$ cat config.mk
export PLATFORM = sky130hd
export DESIGN_NAME = lcd_window_fill_sequencer
export DESIGN_NICKNAME = d
export VERILOG_FILES = /design/src/rtl/core/lwfs_pkg.sv /design/src/rtl/core/lwfs_req_decode.sv /design/src/rtl/core/lcd_window_fill_sequencer.sv
export VERILOG_INCLUDE_DIRS = /design/src /design/src/rtl/core
export SDC_FILE = /design/constraint.sdc
export NUM_CORES = 1
export LEC_CHECK = 0
export BUFFER_PORTS_ARGS = -buffer_cell sky130_fd_sc_hd__buf_4
export CAP_MARGIN = 10
export CORE_UTILIZATION = 55
export DETAILED_ROUTE_END_ITERATION = 8
export PLACE_DENSITY = 0.75
export SYNTH_ARGS = -nofsm -noshare
export SYNTH_HDL_FRONTEND = slang
export SYNTH_SLANG_ARGS = --single-unit
$ cat constraint.sdc
create_clock -name aclk -period 9 [get_ports aclk]
set_clock_uncertainty 0.2 [all_clocks]
set_input_delay 1.8 -clock aclk [delete_from_list [all_inputs] [get_ports aclk]]
set_output_delay 1.8 -clock aclk [all_outputs]
set_load 0.03 [all_outputs]
$ cat src/rtl/core/lcd_window_fill_sequencer_defines.svh
// Assertion macros used by the window fill sequencer top level
`ifndef LCD_WINDOW_FILL_SEQUENCER_DEFINES_SVH
`define LCD_WINDOW_FILL_SEQUENCER_DEFINES_SVH

// same-cycle implication, clocked on aclk, off during reset
`define LWFS_ASSERT_IMPL(label, ante, cons, msg) \
    label: assert property (@(posedge aclk) disable iff (!aresetn) (ante) |-> (cons)) \
        else $error(msg);

// next-cycle implication
`define LWFS_ASSERT_NEXT(label, ante, cons, msg) \
    label: assert property (@(posedge aclk) disable iff (!aresetn) (ante) |=> (cons)) \
        else $error(msg);

`endif

$ cat src/rtl/core/lwfs_pkg.sv
// Types, codes and colour expansion helpers for the window fill sequencer
package lwfs_pkg;

    typedef enum logic [1:0] {
        OP_TICK  = 2'd0,
        OP_RECT  = 2'd1,
        OP_PIXEL = 2'd2,
        OP_FILL  = 2'd3
    } op_t;

    typedef enum logic [3:0] {
        SEQ_IDLE,
        SEQ_CMD_COL,
        SEQ_XS_HI,
        SEQ_XS_LO,
        SEQ_XE_HI,
        SEQ_XE_LO,
        SEQ_CMD_ROW,
        SEQ_YS_HI,
        SEQ_YS_LO,
        SEQ_YE_HI,
        SEQ_YE_LO,
        SEQ_CMD_WR,
        SEQ_PIXEL
    } seq_t;

    localparam logic [7:0] CMD_COLUMN = 8'h2A;
    localparam logic [7:0] CMD_ROW    = 8'h2B;
    localparam logic [7:0] CMD_WRITE  = 8'h2C;

    localparam int unsigned DIM_W = 10;   // screen size and clipped extents
    localparam int unsigned POS_W = 16;

    typedef struct packed {
        logic             start;   // request is on screen and may begin
        logic [POS_W-1:0] xs;
        logic [POS_W-1:0] xe;
        logic [POS_W-1:0] ys;
        logic [POS_W-1:0] ye;
        logic [DIM_W-1:0] cnt_w;
        logic [DIM_W-1:0] cnt_h;
        logic [23:0]      rgb;
    } req_t;

    // c*255/31 = 8c + floor(7c/31); the fraction term counted by thresholds
    function automatic logic [7:0] expand5(input logic [4:0] c);
        logic [2:0] f;
        f = 3'(c >= 5'd5) + 3'(c >= 5'd9) + 3'(c >= 5'd14) + 3'(c >= 5'd18)
          + 3'(c >= 5'd23) + 3'(c >= 5'd27) + 3'(c >= 5'd31);
        return {c, 3'b000} + {5'b0, f};
    endfunction

    // c*255/63 = 4c + floor(c/21)
    function automatic logic [7:0] expand6(input logic [5:0] c);
        logic [1:0] f;
        f = 2'(c >= 6'd21) + 2'(c >= 6'd42) + 2'(c >= 6'd63);
        return {c, 2'b00} + {6'b0, f};
    endfunction

endpackage

$ cat src/rtl/core/lwfs_req_decode.sv
// Draw request decode: off-screen check, clipping, window bounds, colour expansion
module lwfs_req_decode (
    input  lwfs_pkg::op_t                      op,
    input  logic [lwfs_pkg::POS_W-1:0]         pos_x,
    input  logic [lwfs_pkg::POS_W-1:0]         pos_y,
    input  logic [lwfs_pkg::POS_W-1:0]         rect_width,
    input  logic [lwfs_pkg::POS_W-1:0]         rect_height,
    input  logic [15:0]                        colour,
    input  logic [lwfs_pkg::DIM_W-1:0]         scr_w,
    input  logic [lwfs_pkg::DIM_W-1:0]         scr_h,
    output lwfs_pkg::req_t                     req
);

    logic                          on_screen;
    logic [lwfs_pkg::POS_W:0]      sum_x;
    logic [lwfs_pkg::POS_W:0]      sum_y;
    logic [lwfs_pkg::DIM_W-1:0]    w_clip;
    logic [lwfs_pkg::DIM_W-1:0]    h_clip;
    logic [23:0]                   rgb;

    assign on_screen = (pos_x < lwfs_pkg::POS_W'(scr_w)) && (pos_y < lwfs_pkg::POS_W'(scr_h));

    // x + w > W is the same test as x + w - 1 >= W with zero width never clipping
    assign sum_x  = {1'b0, pos_x} + {1'b0, rect_width};
    assign sum_y  = {1'b0, pos_y} + {1'b0, rect_height};
    assign w_clip = (sum_x > (lwfs_pkg::POS_W + 1)'(scr_w))
                  ? scr_w - pos_x[lwfs_pkg::DIM_W-1:0] : rect_width[lwfs_pkg::DIM_W-1:0];
    assign h_clip = (sum_y > (lwfs_pkg::POS_W + 1)'(scr_h))
                  ? scr_h - pos_y[lwfs_pkg::DIM_W-1:0] : rect_height[lwfs_pkg::DIM_W-1:0];

    assign rgb = {lwfs_pkg::expand5(colour[15:11]),
                  lwfs_pkg::expand6(colour[10:5]),
                  lwfs_pkg::expand5(colour[4:0])};

    always_comb begin
        req       = '0;
        req.rgb   = rgb;
        unique case (op)
            lwfs_pkg::OP_TICK: begin
                req.start = 1'b0;
            end
            lwfs_pkg::OP_RECT: begin
                req.start = on_screen;
                req.xs    = pos_x;
                req.ys    = pos_y;
                req.xe    = pos_x + lwfs_pkg::POS_W'(w_clip) - 16'd1;
                req.ye    = pos_y + lwfs_pkg::POS_W'(h_clip) - 16'd1;
                req.cnt_w = w_clip;
                req.cnt_h = h_clip;
            end
            lwfs_pkg::OP_PIXEL: begin
                req.start = on_screen;
                req.xs    = pos_x;
                req.ys    = pos_y;
                req.xe    = pos_x + 16'd1;
                req.ye    = pos_y + 16'd1;
                req.cnt_w = lwfs_pkg::DIM_W'(1);
                req.cnt_h = lwfs_pkg::DIM_W'(1);
            end
            lwfs_pkg::OP_FILL: begin
                req.start = 1'b1;
                req.xs    = '0;
                req.ys    = '0;
                req.xe    = lwfs_pkg::POS_W'(scr_w) - 16'd1;
                req.ye    = lwfs_pkg::POS_W'(scr_h) - 16'd1;
                req.cnt_w = scr_w;
                req.cnt_h = scr_h;
            end
            default: begin
                req.start = 1'b0;
            end
        endcase
    end

endmodule

$ cat src/rtl/core/lcd_window_fill_sequencer.sv
// Top level: LCD window fill sequencer, request decode plus byte stream generator
//
//  channel   dir  handshake          payload
//  s_*       in   s_tvalid/s_tready  request or tick beat (op in tuser)
//  m_*       out  m_tvalid/m_tready  one display byte per tick beat
//  apb       in   psel/penable       screen_width @0x0, screen_height @0x4
//
// One beat is taken per cycle while the output does not stall: input register,
// then decode and sequencing into the output register, which holds a tick beat's byte.
// The pixel count product is registered after the extents and load_reg at request start.
// Synchronous active-low reset: idle, screen size 480 x 320.
// Stalls on m_tready back up through the input register to s_tready.
`include "lcd_window_fill_sequencer_defines.svh"

module lcd_window_fill_sequencer #(
    parameter int unsigned COUNT_BITS = 20
) (
    input  logic        aclk,
    input  logic        aresetn,
    // input stream
    input  logic        s_tvalid,
    output logic        s_tready,
    input  logic [79:0] s_tdata,   // pos_x[15:0] pos_y[31:16] rect_width[47:32]
                                   // rect_height[63:48] colour[79:64]
    input  logic [1:0]  s_tuser,   // operation[1:0]
    // output stream
    output logic        m_tvalid,
    input  logic        m_tready,
    output logic [15:0] m_tdata,   // byte_value[7:0] byte_valid[8] zero[15:9]
    output logic        m_tuser,   // is_data[0]
    output logic        m_tlast,   // last_byte
    // configuration
    input  logic        psel,
    input  logic        penable,
    input  logic        pwrite,
    input  logic [2:0]  paddr,
    input  logic [31:0] pwdata,
    output logic [31:0] prdata,
    output logic        pready
);

    localparam int unsigned PROD_W = 2 * lwfs_pkg::DIM_W;
    localparam int unsigned EXT_W  = (COUNT_BITS > PROD_W) ? COUNT_BITS : PROD_W;
    localparam logic [EXT_W-1:0] CNT_MAX = EXT_W'((64'd1 << COUNT_BITS) - 64'd1);
    localparam logic [2:0] ADDR_WIDTH_REG  = 3'd0;
    localparam logic [2:0] ADDR_HEIGHT_REG = 3'd4;

    // configuration
    logic [lwfs_pkg::DIM_W-1:0] scr_w_reg;
    logic [lwfs_pkg::DIM_W-1:0] scr_h_reg;
    logic                       cfg_wr;

    // input register
    logic                       in_valid_reg;
    logic [79:0]                in_data_reg;
    logic [1:0]                 in_op_reg;
    logic                       fire;
    logic                       tick;
    lwfs_pkg::op_t              in_op;
    lwfs_pkg::req_t             req;

    // sequencer state
    lwfs_pkg::seq_t             state_reg, state_next;
    logic [1:0]                 comp_reg, comp_next;
    logic [COUNT_BITS-1:0]      pix_reg, pix_next;
    logic [lwfs_pkg::POS_W-1:0] xs_reg, xe_reg, ys_reg, ye_reg;
    logic [23:0]                rgb_reg;
    logic [lwfs_pkg::DIM_W-1:0] cnt_w_reg, cnt_h_reg;
    logic                       load_reg;
    logic [PROD_W-1:0]          prod;
    logic [EXT_W-1:0]           prod_ext;
    logic                       begin_req;

    // output beat
    logic [7:0]                 byte_val;
    logic                       byte_data;
    logic                       byte_last;
    logic                       m_valid_reg;
    logic [7:0]                 m_byte_reg;
    logic                       m_bvalid_reg;
    logic                       m_data_reg;
    logic                       m_last_reg;

    // ---------------- configuration port ----------------
    assign pready = 1'b1;
    assign cfg_wr = psel && penable && pwrite && pready;

    always_ff @(posedge aclk) begin
        if (!aresetn) begin
            scr_w_reg <= lwfs_pkg::DIM_W'(480);
            scr_h_reg <= lwfs_pkg::DIM_W'(320);
        end else if (cfg_wr) begin
            if (paddr[2] == ADDR_WIDTH_REG[2]) begin
                scr_w_reg <= pwdata[lwfs_pkg::DIM_W-1:0];
            end else begin
                scr_h_reg <= pwdata[lwfs_pkg::DIM_W-1:0];
            end
        end
    end

    assign prdata = (paddr[2] == ADDR_HEIGHT_REG[2]) ? 32'(scr_h_reg) : 32'(scr_w_reg);

    // ---------------- input register ----------------
    assign fire     = in_valid_reg && (!m_valid_reg || m_tready);
    assign s_tready = !in_valid_reg || fire;
    assign in_op    = lwfs_pkg::op_t'(in_op_reg);
    assign tick     = (in_op == lwfs_pkg::OP_TICK);

    always_ff @(posedge aclk) begin
        if (!aresetn) begin
            in_valid_reg <= 1'b0;
        end else if (s_tready) begin
            in_valid_reg <= s_tvalid;
        end
    end

    always_ff @(posedge aclk) begin
        if (s_tvalid && s_tready) begin
            in_data_reg <= s_tdata;
            in_op_reg   <= s_tuser;
        end
    end

    lwfs_req_decode u_decode (
        .op          (in_op),
        .pos_x       (in_data_reg[15:0]),
        .pos_y       (in_data_reg[31:16]),
        .rect_width  (in_data_reg[47:32]),
        .rect_height (in_data_reg[63:48]),
        .colour      (in_data_reg[79:64]),
        .scr_w       (scr_w_reg),
        .scr_h       (scr_h_reg),
        .req         (req)
    );

    // a request while a sequence runs is dropped
    assign begin_req = fire && !tick && req.start && (state_reg == lwfs_pkg::SEQ_IDLE);

    // ---------------- sequencer: next state ----------------
    always_comb begin
        state_next = state_reg;
        comp_next  = comp_reg;
        pix_next   = pix_reg;
        if (load_reg) begin
            pix_next = COUNT_BITS'((prod_ext > CNT_MAX) ? CNT_MAX : prod_ext);
        end
        if (begin_req) begin
            state_next = lwfs_pkg::SEQ_CMD_COL;
            comp_next  = '0;
        end else if (fire && tick) begin
            unique case (state_reg)
                lwfs_pkg::SEQ_IDLE:    state_next = lwfs_pkg::SEQ_IDLE;
                lwfs_pkg::SEQ_CMD_COL: state_next = lwfs_pkg::SEQ_XS_HI;
                lwfs_pkg::SEQ_XS_HI:   state_next = lwfs_pkg::SEQ_XS_LO;
                lwfs_pkg::SEQ_XS_LO:   state_next = lwfs_pkg::SEQ_XE_HI;
                lwfs_pkg::SEQ_XE_HI:   state_next = lwfs_pkg::SEQ_XE_LO;
                lwfs_pkg::SEQ_XE_LO:   state_next = lwfs_pkg::SEQ_CMD_ROW;
                lwfs_pkg::SEQ_CMD_ROW: state_next = lwfs_pkg::SEQ_YS_HI;
                lwfs_pkg::SEQ_YS_HI:   state_next = lwfs_pkg::SEQ_YS_LO;
                lwfs_pkg::SEQ_YS_LO:   state_next = lwfs_pkg::SEQ_YE_HI;
                lwfs_pkg::SEQ_YE_HI:   state_next = lwfs_pkg::SEQ_YE_LO;
                lwfs_pkg::SEQ_YE_LO:   state_next = lwfs_pkg::SEQ_CMD_WR;
                lwfs_pkg::SEQ_CMD_WR: begin
                    comp_next  = '0;
                    state_next = (pix_reg == '0) ? lwfs_pkg::SEQ_IDLE : lwfs_pkg::SEQ_PIXEL;
                end
                lwfs_pkg::SEQ_PIXEL: begin
                    if (comp_reg == 2'd2) begin
                        comp_next = '0;
                        pix_next  = pix_reg - COUNT_BITS'(1);
                        if (pix_reg == COUNT_BITS'(1)) begin
                            state_next = lwfs_pkg::SEQ_IDLE;
                        end
                    end else begin
                        comp_next = comp_reg + 2'd1;
                    end
                end
                default: state_next = lwfs_pkg::SEQ_IDLE;
            endcase
        end
    end

    // ---------------- sequencer: byte out ----------------
    always_comb begin
        byte_val  = '0;
        byte_data = 1'b1;
        byte_last = 1'b0;
        unique case (state_reg)
            lwfs_pkg::SEQ_IDLE:    byte_data = 1'b0;
            lwfs_pkg::SEQ_CMD_COL: begin
                byte_val  = lwfs_pkg::CMD_COLUMN;
                byte_data = 1'b0;
            end
            lwfs_pkg::SEQ_XS_HI:   byte_val = xs_reg[15:8];
            lwfs_pkg::SEQ_XS_LO:   byte_val = xs_reg[7:0];
            lwfs_pkg::SEQ_XE_HI:   byte_val = xe_reg[15:8];
            lwfs_pkg::SEQ_XE_LO:   byte_val = xe_reg[7:0];
            lwfs_pkg::SEQ_CMD_ROW: begin
                byte_val  = lwfs_pkg::CMD_ROW;
                byte_data = 1'b0;
            end
            lwfs_pkg::SEQ_YS_HI:   byte_val = ys_reg[15:8];
            lwfs_pkg::SEQ_YS_LO:   byte_val = ys_reg[7:0];
            lwfs_pkg::SEQ_YE_HI:   byte_val = ye_reg[15:8];
            lwfs_pkg::SEQ_YE_LO:   byte_val = ye_reg[7:0];
            lwfs_pkg::SEQ_CMD_WR: begin
                byte_val  = lwfs_pkg::CMD_WRITE;
                byte_data = 1'b0;
                byte_last = (pix_reg == '0);
            end
            lwfs_pkg::SEQ_PIXEL: begin
                unique case (comp_reg)
                    2'd0:    byte_val = rgb_reg[23:16];
                    2'd1:    byte_val = rgb_reg[15:8];
                    2'd2:    byte_val = rgb_reg[7:0];
                    default: byte_val = '0;
                endcase
                byte_last = (comp_reg == 2'd2) && (pix_reg == COUNT_BITS'(1));
            end
            default: byte_data = 1'b0;
        endcase
    end

    // ---------------- sequencer registers ----------------
    assign prod     = cnt_w_reg * cnt_h_reg;
    assign prod_ext = EXT_W'(prod);

    always_ff @(posedge aclk) begin
        if (!aresetn) begin
            state_reg <= lwfs_pkg::SEQ_IDLE;
            comp_reg  <= '0;
            pix_reg   <= '0;
            load_reg  <= 1'b0;
        end else begin
            state_reg <= state_next;
            comp_reg  <= comp_next;
            pix_reg   <= pix_next;
            load_reg  <= begin_req;
        end
    end

    always_ff @(posedge aclk) begin
        if (begin_req) begin
            xs_reg    <= req.xs;
            xe_reg    <= req.xe;
            ys_reg    <= req.ys;
            ye_reg    <= req.ye;
            rgb_reg   <= req.rgb;
            cnt_w_reg <= req.cnt_w;
            cnt_h_reg <= req.cnt_h;
        end
    end

    // ---------------- output register ----------------
    always_ff @(posedge aclk) begin
        if (!aresetn) begin
            m_valid_reg <= 1'b0;
        end else if (fire && tick) begin
            m_valid_reg <= 1'b1;
        end else if (m_tready) begin
            m_valid_reg <= 1'b0;
        end
    end

    always_ff @(posedge aclk) begin
        if (fire && tick) begin
            m_byte_reg   <= byte_val;
            m_bvalid_reg <= (state_reg != lwfs_pkg::SEQ_IDLE);
            m_data_reg   <= byte_data;
            m_last_reg   <= byte_last;
        end
    end

    assign m_tvalid = m_valid_reg;
    assign m_tdata  = {7'b0, m_bvalid_reg, m_byte_reg};
    assign m_tuser  = m_data_reg;
    assign m_tlast  = m_last_reg;

    // ---------------- checks ----------------
    `LWFS_ASSERT_NEXT(a_idle_tick_blank, fire && tick && state_reg == lwfs_pkg::SEQ_IDLE,
        m_valid_reg && !m_bvalid_reg && !m_data_reg && !m_last_reg && m_byte_reg == 8'd0,
        "idle tick did not give a blank beat")
    `LWFS_ASSERT_IMPL(a_pixel_count_live, state_reg == lwfs_pkg::SEQ_PIXEL, pix_reg != '0,
        "pixel phase with no pixels left")
    `LWFS_ASSERT_IMPL(a_comp_range, 1'b1, comp_reg != 2'd3, "colour component index out of range")
    `LWFS_ASSERT_IMPL(a_load_at_start, load_reg, state_reg == lwfs_pkg::SEQ_CMD_COL,
        "pixel count loaded outside the first header beat")

endmodule
==> After elaboration in Yosys (flattened, before gate mapping) <==
Cells that the tools add are included.
W data, S select, Z words.
{ "totals": {"reg_bits": 250} }
{ "classes": {"eq_ne": 22, "bitwise": 2, "addsub": 31, "reduce_logical": 31, "n_lt_le_gt_ge": 22, "n_mul": 1, "mux": 25} }
{ "op_table": {"columns": ["operator", "n"], "rows": [
  ["$pmux W84 S3", 1],
  ["$mux W20", 6],
  ["$pmux W8 S12", 1],
  ["$pmux W4 S12", 1],
  ["$ge A5 B5 Y1 const B", 8],
  ["$add A16 B16 Y17", 2],
  ["$gt A17 B10 Y1", 2],
  ["$add A16 B1 Y16 const B", 2],
  ["$add A16 B10 Y16", 2],
  ["$lt A16 B10 Y1", 2],
  ["$sub A16 B1 Y16 const B", 2],
  ["$add A3 B1 Y3", 10],
  ["$mux W10", 3],
  ["$pmux W8 S3", 1],
  ["$sub A10 B1 Y11 const B", 2],
  ["$eq A20 B1 Y1 const B", 1],
  ["$eq A4 B4 Y1 const B", 5],
  ["$ge A5 B4 Y1 const B", 4],
  ["$gt A20 B20 Y1 const B", 1],
  ["$logic_not A20 Y1", 1],
  ["$mul A10 B10 Y20", 1],
  ["$sub A10 B10 Y10", 2],
  ["$sub A20 B1 Y20 const B", 1],
  ["$add A8 B3 Y8", 2],
  ["other kinds (32)", 71]
]} }

==> Logic depth before layout (Yosys ltp) <==
{ "depth": {"word_depth": 8, "depth_mapped": 32} }

==> Modules after synthesis <==
From an unflattened synthesis, not the netlist that was laid out.
{ "hier_totals": {"cells_unflattened": 2122, "area_unflattened_um2": 20497.2} }
{ "by_module_without_submodules": {"columns": ["module", "n_inst", "seq_area_each_um2", "cells_per_inst", "area_each_um2"], "rows": [
  ["lcd_window_fill_sequencer", 1, 7016.7, 1086, 13067.5],
  ["lwfs_req_decode", 1, 0.0, 1036, 7429.6]
]} }

==> Least setup slack after synthesis <==
Ideal clock, no wire load.
{ "synth_timing": {"path_type": "reg-to-reg", "from": "register in_data_reg[2]", "to": "register xe_reg[15] in the netlist's numbering (data pin)", "t_arrival_ps": 6117, "synth_period_minus_slack_ps": 6586, "setup_ps": 269, "path_slack_ps": 2414, "stages_incl_launch_ff": 29, "path_buffers": 1, "cell_sequence": "edfxtp_1 ha_1 nor2b_1 o31a_1 o21ai_0 nand2b_1 a21o_1 a21oi_1 xnor2_1 ha_1 a211oi_1 nand3_1 o221a_2 nor4_1 and4_1 clkbuf_1 a21oi_1 or2_2 ha_1 inv_1 fa_1 a21o_1 a21o_1 a32oi_1 a2111oi_0 a221o_1 o41ai_1 mux2i_1 o21ai_0"} }
{ "synth_rtl": {"columns": ["element", "line", "source"], "rows": [
  ["start: declaration", "lcd_window_fill_sequencer.sv:55", "logic [79:0] in_data_reg;"],
  ["start signal: assignment", "lcd_window_fill_sequencer.sv:119", "in_data_reg <= s_tdata;"],
  ["end signal: assignment", "lcd_window_fill_sequencer.sv:245", "xe_reg <= req.xe;"],
  ["end: declaration", "lcd_window_fill_sequencer.sv:66", "logic [lwfs_pkg::POS_W-1:0] xs_reg, xe_reg, ys_reg, ye_reg;"]
]} }

==> impl_metrics.tcl <==
set metrics [dict create \
    io_buffers 122 \
    startpoint "in_data_reg[2]" \
    yosys_warnings 0 \
    critPathArrivalTime_ns 7.65 \
    fin_crit_sh_pct 84.1 \
    r2r_start "in_data_reg[2]" \
    num_vias 17000 \
    synth_area_leaders "edfxtp_1 (29%), ha_1 (14%), fa_1 (7.2%)" \
    nets 2718 \
    cts_resized 0 \
    die_x_um 196 \
    drt_iter0_markers 1582 \
    hold_end "rgb_reg[10]" \
    synth_ff_type "edfxtp_1" \
    postCtsSetupRepairBufs 0 \
    path_class "flop to flop" \
    cts-root-buf "clkbuf_16" \
    timing.critical_path.mode_cell "ha_1" \
    post_dp_cell_area_um2 21900 \
    worstSkewPairLatency_ns 0.59 \
    startpoint_type "flop" \
    multi_input_area_um2 12400 \
    r2r_cells 28 \
    dr.pass1.iters 8 \
    drive_gt1_share_pct 9.63 \
    r2r_setup_slack_ns 1.43 \
    drt-total-wl_um 54300 \
    die-area_um2 38500 \
    slowest_delay_ns 0.56 \
    max_slew_margin_pct 25.1 \
    n_fill_cell 3054 \
    r2r_end "xe_reg[15]" \
    timing.setup.tns_ns 0 \
    synth_edf_count 201 \
    powerDensity_nw_per_um2 159 \
    clock_path_buffers 3 \
    grt_pass1_vias 16300 \
    cap_viol_max_count 0 \
    grt_pass1_wl_um 85900 \
    place.gp.congestion 0.941 \
    pre_cts_slack_ns 1.50 \
    wl_per_cell_um 19.2 \
    finalWorstSetupSlack_ns 1.43 \
    synthArstFlopShare_pct 0 \
    syn_area_um2 20700 \
    timing.hold.ws_ns 0.311 \
    max_clock_freq_mhz 132 \
    ys_types 83 \
    path_max_fanout 11 \
    drv_slew 0 \
    ir_drop_mv 0.168 \
    row_count 70 \
    crit_required_ns 9.09 \
    ys_ff_latch 250 \
    finalSetupViolCount 0 \
    syn_inst 2219 \
    area.growth.synth_to_final_pct 10.3 \
    avgSynthCellArea_um2 9.34 \
    h-tree-depth 1 \
    synth_top_area_share_pct 29.1 \
    tightest_slew_ns 1.11 \
    largest_register_ffs 80 \
    cts_buffers 28 \
    viasPerCell 6.01 \
    design_area_um2 22900 \
    core_area_um2 36900 \
    yosys.area.top_type "edfxtp_1" \
    rsz0062_at_grt "false" \
    finalCriticalPeriod_ns 7.57 \
    drc_errors 0 \
    hpwl_um 42000 \
    yosysSeqAreaShare_pct 33.8 \
    holdBufCountCts 0 \
    io_pins 177 \
    status "complete, no violations" \
    antenna_found_initial 2 \
    end_kind "flop" \
    min-delay-start "in_data_reg[69]" \
    ant_nets 0 \
    start_util_pct 56.2 \
    dieHeight_um 196 \
    leakagePower_nw 9.56 \
    min_delay_path_depth 0 \
    cts_tree "yes" \
    min_path_type "flop to flop" \
    clkSinkCount 250 \
    grt_start_max_net_pins 71 \
    grt_use_total_pct 28.1 \
    slowest_stage "edfxtp_1" \
    power.total_w 0.00365 \
    overflow 0 \
    cts.reportedPaths.clkPinSlew_ns 0.06 \
    seq_area_um2 7020 \
    finalHoldViolations 0 \
]
[cell type report]
type                       instances  share of cell area (%)
antenna                            1                  0.0109
clock buffer                      36                    3.19
clock inverter                    16                    1.04
inverter                         215                    3.53
multi-input combinational       1664                    54.4
sequential                       250                    30.7
tap                              504                    2.76
timing repair buffer             135                    4.43
[where the power goes]
part           switching [W]  leakage, nW  total (W)  internal (W)
logic               0.000639         6.83    0.00110      0.000464
registers          0.0000478         2.28    0.00135       0.00130
clock network       0.000478        0.450    0.00120      0.000720
total                0.00116         9.56    0.00365       0.00248
[cell families after synthesis]
| kind of cell | share of synthesized area (%) |
|---|---|
| simple gates | 16.8 |
| compound gates | 15.6 |
| buf+inv | 6.75 |
| fa+ha+maj | 20.8 |
| flops | 33.8 |
| xor+xnor | 4.44 |
| mux | 1.77 |
| other cells | 0.0362 |
[cell usage after synthesis, types with 13 or more instances]
cell type	n
edfxtp_1	201
nand2_1	198
a222oi_1	20
a211oi_1	14
xnor2_1	77
nor2_1	141
xor2_1	28
a21o_1	27
a31oi_1	23
and2_1	77
or2_2	13
or3_1	19
inv_1	214
o211ai_1	27
mux2i_1	24
ha_1	225
nand3_1	49
nand2b_1	17
fa_1	75
o21a_1	19
dfxtp_1	49
nor3_1	86
buf_4	31
nor2b_1	30
o21ai_0	84
buf_1	13
nand4_1	22
a21oi_1	143
clkbuf_1	69
o31ai_1	15
nor4_1	15
[worst max-delay path: cells and delay by family, from the launching register on]
family / cells / cell delay, ns
AOI/OAI and AO/OA: 13 / 2.91
xor gates and xnor gates: 1 / 0.14
adders and majority gates: 5 / 1.45
buffers and inverters: 1 / 0.04
DFF: 1 / 0.56
muxes: 1 / 0.22
and+or+nand+nor: 7 / 1.74
[how the worst max path moves through the flow]
| stage | endpoint | cells past startpoint | slack (ns) |
|---|---|---|---|
| final | xe_reg[15] | 28 | 1.43 |
| after detailed placement | xe_reg[15] | 28 | 1.50 |
| after global routing | xe_reg[15] | 28 | 0.97 |
| after global placement | xe_reg[15] | 28 | 1.55 |
| after CTS | xe_reg[15] | 28 | 1.47 |
| after floorplan | xe_reg[15] | 28 | 2.41 |
[metal layers]
metal	vias to the layer above	share of wire [%]	global-route usage [%]
met5	-	0	0
met4	0	2.5	7.55
met1	8166	43	37.6
met3	92	7.1	4.11
met2	675	47	47.7
li1	8029	-	-
[cells in the final DEF (no fill, tap or decap), types with 14 or more instances in the layout]
master,n
a211oi_1,14
a21o_1,27
a21oi_1,143
a222oi_1,20
a31oi_1,23
and2_1,75
buf_4,135
clkbuf_16,28
conb_1,30
dfxtp_1,49
edfxtp_1,201
fa_1,75
ha_1,224
inv_1,214
mux2i_1,24
nand2_1,198
nand2b_1,17
nand3_1,49
nand4_1,22
nor2_1,140
nor2b_1,30
nor3_1,86
nor4_1,14
o211ai_1,27
o21a_1,19
o21ai_0,84
o31ai_1,15
or3_1,19
xnor2_1,77
xor2_1,28
[metrics by stage]
stage | utilization [%] | cells
finish | 62.0 | 2821
global route | 62.0 | 2821
CTS | 62.0 | 2820
detailed placement | 59.4 | 2768
global placement | 59.4 | 2768
floorplan | - | 2247
Power figures use the tool's default switching activity.
